--- src/rtl/svpf_pkg.sv ---
package svpf_pkg;

    localparam int LEN_BITS     = 24;
    localparam int SAMPLE_BITS  = 16;
    localparam int GAIN_BITS    = 16;
    localparam int GAIN_FRAC    = 12;
    localparam int FRAC_BITS    = 16;
    localparam int DELAY_BITS   = 12;
    localparam int BS_BITS      = 13;
    localparam int FUNC_BITS    = 2;
    localparam int DIV_CNT_BITS = $clog2(FRAC_BITS + 1);

    localparam int PROD1_BITS = SAMPLE_BITS + GAIN_BITS + 1;
    localparam int PROD2_BITS = PROD1_BITS + FRAC_BITS + 1;
    localparam int FADE_SHIFT = GAIN_FRAC + FRAC_BITS;
    localparam int ACC_BITS   = PROD2_BITS - FADE_SHIFT + 1;

    localparam logic [FUNC_BITS-1:0] FUNC_TICK    = 2'd0;
    localparam logic [FUNC_BITS-1:0] FUNC_TRIGGER = 2'd1;
    localparam logic [FUNC_BITS-1:0] FUNC_FADE    = 2'd2;
    localparam logic [FUNC_BITS-1:0] FUNC_STOP    = 2'd3;

    localparam logic [GAIN_BITS-1:0] UNITY_GAIN       = GAIN_BITS'(1 << GAIN_FRAC);
    localparam logic [BS_BITS-1:0]   BLOCK_SIZE_RESET = BS_BITS'(512);

    typedef struct packed {
        logic mul1_en;
        logic mul2_en;
        logic fading;
    } lane_ctrl_t;

endpackage

--- src/rtl/svpf_div.sv ---
module svpf_div (
    input  logic                                aclk,
    input  logic                                aresetn,
    input  logic                                start,
    input  logic [svpf_pkg::LEN_BITS-1:0]       dividend,
    input  logic [svpf_pkg::LEN_BITS-1:0]       divisor,
    output logic                                done,
    output logic [svpf_pkg::FRAC_BITS-1:0]      quotient
);

    localparam int LB = svpf_pkg::LEN_BITS;
    localparam int FB = svpf_pkg::FRAC_BITS;

    logic [svpf_pkg::DIV_CNT_BITS-1:0] cnt_reg, cnt_next;
    logic                              done_reg, done_next;
    logic [LB-1:0]                     rem_reg, rem_next;
    logic [LB-1:0]                     dsr_reg, dsr_next;
    logic [FB-1:0]                     quo_reg, quo_next;
    logic [LB:0]                       shifted;
    logic [LB:0]                       diff;
    logic                              ge;

    assign shifted = {rem_reg, 1'b0};
    assign ge      = shifted >= {1'b0, dsr_reg};
    assign diff    = shifted - {1'b0, dsr_reg};

    always_comb begin
        cnt_next  = cnt_reg;
        done_next = 1'b0;
        rem_next  = rem_reg;
        dsr_next  = dsr_reg;
        quo_next  = quo_reg;
        if (start) begin
            cnt_next = svpf_pkg::DIV_CNT_BITS'(FB);
            rem_next = dividend;
            dsr_next = divisor;
        end else if (cnt_reg != '0) begin
            cnt_next = cnt_reg - 1'b1;
            rem_next = ge ? diff[LB-1:0] : shifted[LB-1:0];
            quo_next = {quo_reg[FB-2:0], ge};
            if (cnt_reg == svpf_pkg::DIV_CNT_BITS'(1)) begin
                done_next = 1'b1;
            end
        end
    end

    always_ff @(posedge aclk) begin
        if (!aresetn) begin
            cnt_reg  <= '0;
            done_reg <= 1'b0;
        end else begin
            cnt_reg  <= cnt_next;
            done_reg <= done_next;
        end
        rem_reg <= rem_next;
        dsr_reg <= dsr_next;
        quo_reg <= quo_next;
    end

    assign done     = done_reg;
    assign quotient = quo_reg;

endmodule

--- config.mk ---
export PLATFORM = sky130hd
export DESIGN_NAME = svpf_div
export DESIGN_NICKNAME = d
export VERILOG_FILES = /design/src/rtl/svpf_pkg.sv /design/src/rtl/svpf_div.sv
export SDC_FILE = /design/constraint.sdc
export NUM_CORES = 1
export LEC_CHECK = 0
export BUFFER_PORTS_ARGS = -buffer_cell sky130_fd_sc_hd__buf_2
export CORE_MARGIN = 4
export CORE_UTILIZATION = 57
export DETAILED_ROUTE_END_ITERATION = 8
export HOLD_SLACK_MARGIN = 0.12
export PLACE_DENSITY = 0.82
export SLEW_MARGIN = 30
export SYNTH_ARGS = -nofsm -noshare
export SYNTH_HDL_FRONTEND = slang
export SYNTH_SLANG_ARGS = --single-unit
--- constraint.sdc ---
create_clock -name aclk -period 3.63 [get_ports aclk]
set_input_delay 1.089 -clock aclk [delete_from_list [all_inputs] [get_ports aclk]]
set_output_delay 1.089 -clock aclk [all_outputs]
set_load 0.02 [all_outputs]
==> impl_metrics.env <==
export IMPL_r2r_cells=10
export IMPL_wl_per_cell_um=15.4
export IMPL_drcViolationCount=0
export IMPL_hold_depth=0
export IMPL_hold_slack_ns=0.446
export IMPL_slew_viol_final=0
export IMPL_cpPeakStageDelay_ns=0.39
export IMPL_num_vias=3240
export IMPL_die_h_um=93.6
export IMPL_ys_ff_latch=70
export IMPL_rsz0062_at_grt="false"
export IMPL_power_density_mw_per_mm2=875
export IMPL_clk_pin_slew_worst_paths_ns=0.07
export IMPL_hp_class="flip-flop to flip-flop"
export IMPL_post_route_period_util=0.823
export IMPL_cts_tree="done"
export IMPL_core_area_mm2=0.00694
export IMPL_antenna_found_initial=0
export IMPL_nets=550
export IMPL_antenna_left=0
export IMPL_synth_async_sr_flop_share=0
export IMPL_ctsResizeCount=0
export IMPL_areaGrowthSynthToFinish_pct=14.9
export IMPL_root_buffer="clkbuf_8"
export IMPL_cp_common_cell="a211o_1"
export IMPL_dp_hpwl_um=6260
export IMPL_worstPathArrival_ns=3.09
export IMPL_worstSkewPairLatency_ns=0.35
export IMPL_maxSlewHeadroom=0.559
export IMPL_grtUsageTotal=0.217
export IMPL_ctsHoldBuffers=0
export IMPL_syn_cell_area_mm2=0.00417
export IMPL_crit_path_start_kind="flip-flop"
export IMPL_cts_setup_buffers=0
export IMPL_hold_viol=0
export IMPL_synth_edf_count=64
export IMPL_n_fill_cell=524
export IMPL_seq_area_frac_synth=0.489
export IMPL_clock_sinks=70
export IMPL_drtIter0Drc=227
export IMPL_dr_pass1_iters=5
export IMPL_yosysUniqueCellTypes=55
export IMPL_dieArea_mm2=0.00875
export IMPL_irDropWorstVdd_mv=0.414
export IMPL_tightest_slew_ns=0.662
export IMPL_setup_viol=0
export IMPL_n_antenna_cell=0
export IMPL_leakage_nw=2.12
export IMPL_status="finished, final reports clean"
export IMPL_grt_max_degree=68
export IMPL_ys_warn_count=0
export IMPL_required_ns=3.74
export IMPL_initial_core_util=0.601
export IMPL_grt_pass1_vias=3172
export IMPL_ios=68
export IMPL_max_cap_violations=0
export IMPL_syn_inst=400
export IMPL_crit_path_end_kind="flip-flop"
export IMPL_cpMaxStageDelayCell="edfxtp_1"
export IMPL_skew_ns=0.00544
export IMPL_critPathMaxFanout=17
export IMPL_path_cells="ha_1 -> a211o_1 -> o221a_2 -> o31a_1 -> a311oi_2 -> o21ai_0 -> and3_1 -> buf_4 -> o211a_1 -> a211o_1"
export IMPL_fmax_mhz=335
export IMPL_routed_via_density=5.66
export IMPL_avgSynthCellArea_um2=10.4
export IMPL_die_x_um=93.6
export IMPL_htree_levels=3
export IMPL_critPathKind="flip-flop to flip-flop"
export IMPL_totalWireLength_um=8810
export IMPL_overflow=0
export IMPL_clockBufferDepth=2
export IMPL_syn_nets=479
export IMPL_cts_buffers=9
export IMPL_tns_ns=0
export IMPL_rows=30
export IMPL_grt_pass1_wl_um=14900
export IMPL_layout_drive_gt1_share=0.212
export IMPL_gp_congestion=0.921
export IMPL_period_minus_slack_ns=2.99
export IMPL_synth_ff_type="edfxtp_1"
export IMPL_io_buffers=67
## final cells by class
cell class                      instances  area, µm²  share of cell area
Tap cell                               96        120              0.0251
Multi-Input combinational cell        281       1920               0.400
Inverter                               36        135              0.0282
Clock inverter                          5       58.8              0.0123
Sequential cell                        70       2040               0.426
Timing Repair Buffer                   73        380              0.0793
Clock buffer                           11        141              0.0295
## path summary, 6_finish.rpt
check         startpoint           to  slack, ns
min reg2reg  quotient[6]  quotient[7]       0.45
min          quotient[6]  quotient[7]       0.45
max reg2reg   rem_reg[5]  rem_reg[22]       0.64
max           rem_reg[5]  rem_reg[22]       0.64
## stage by stage
step	area, µm²	power (mW)	instances	util	setup slack, ns
after global placement	4590	3.43	556	0.662	0.725
after CTS	4790	4.18	572	0.690	0.664
after detailed placement	4590	3.50	556	0.662	0.671
after global routing	4790	4.50	572	0.690	0.425
after floorplan	4170	3.10	400	-	0.898
final	4790	4.20	572	0.690	0.644
## critical path: cells and delay by family (launching register included)
family	cells	cell delay, ns
and+or+nand+nor	1	0.17
AOI/OAI and AO/OA	7	1.60
adders and majority gates	1	0.37
DFF	1	0.39
buffers and inverters	1	0.21
## power by group
group          switching (mW)  internal [mW]  total (mW)  leakage [nW]
clock network           0.302          0.337       0.640        0.0959
logic                    1.31          0.965        2.27          1.34
registers               0.113           1.17        1.28         0.686
## cell usage after synthesis, types with 6 or more instances
master / n / area share
nor2_1: 30 / 0.027
inv_1: 35 / 0.031
ha_1: 27 / 0.081
nand3_1: 10 / 0.012
a21oi_1: 26 / 0.031
mux2i_1: 17 / 0.041
a21o_1: 6 / 0.011
dfxtp_1: 6 / 0.029
nand2_1: 49 / 0.044
o21ai_0: 24 / 0.029
nor3_1: 7 / 0.0084
xnor2_1: 13 / 0.027
xor2_1: 6 / 0.013
edfxtp_1: 64 / 0.46
## cell usage in the layout, fill, tap and decap left out, types with 6 or more instances in the layout
cell / instances
nor2_1: 30
xor2_1: 6
buf_4: 6
nor3_1: 7
a21o_1: 6
clkbuf_8: 10
nand3_1: 10
a21oi_1: 26
ha_1: 27
edfxtp_1: 64
nand2_1: 49
mux2i_1: 17
buf_2: 67
inv_1: 35
o21ai_0: 24
dfxtp_1: 6
xnor2_1: 13
## logic make-up (layout without fill, tap and decap cells)
kind of cell	after synthesis	in the layout	synth area share
buffers and inverters	49	125	0.0513
DFF	70	70	0.489
muxes	17	17	0.0408
xor gates and xnor gates	19	19	0.0399
and+or+nand+nor	117	117	0.128
adders and majority gates	28	28	0.0858
AOI/OAI and AO/OA	100	100	0.165
## metal layers
metal,GRT usage,vias to the layer above,wire length (µm)
li1,-,1593,-
met1,0.282,1495,3940
met2,0.354,130,4150
met3,0.0563,22,557
met4,0.0698,0,161
met5,0,-,0
Note: power is estimated with default switching activity, not from simulation.
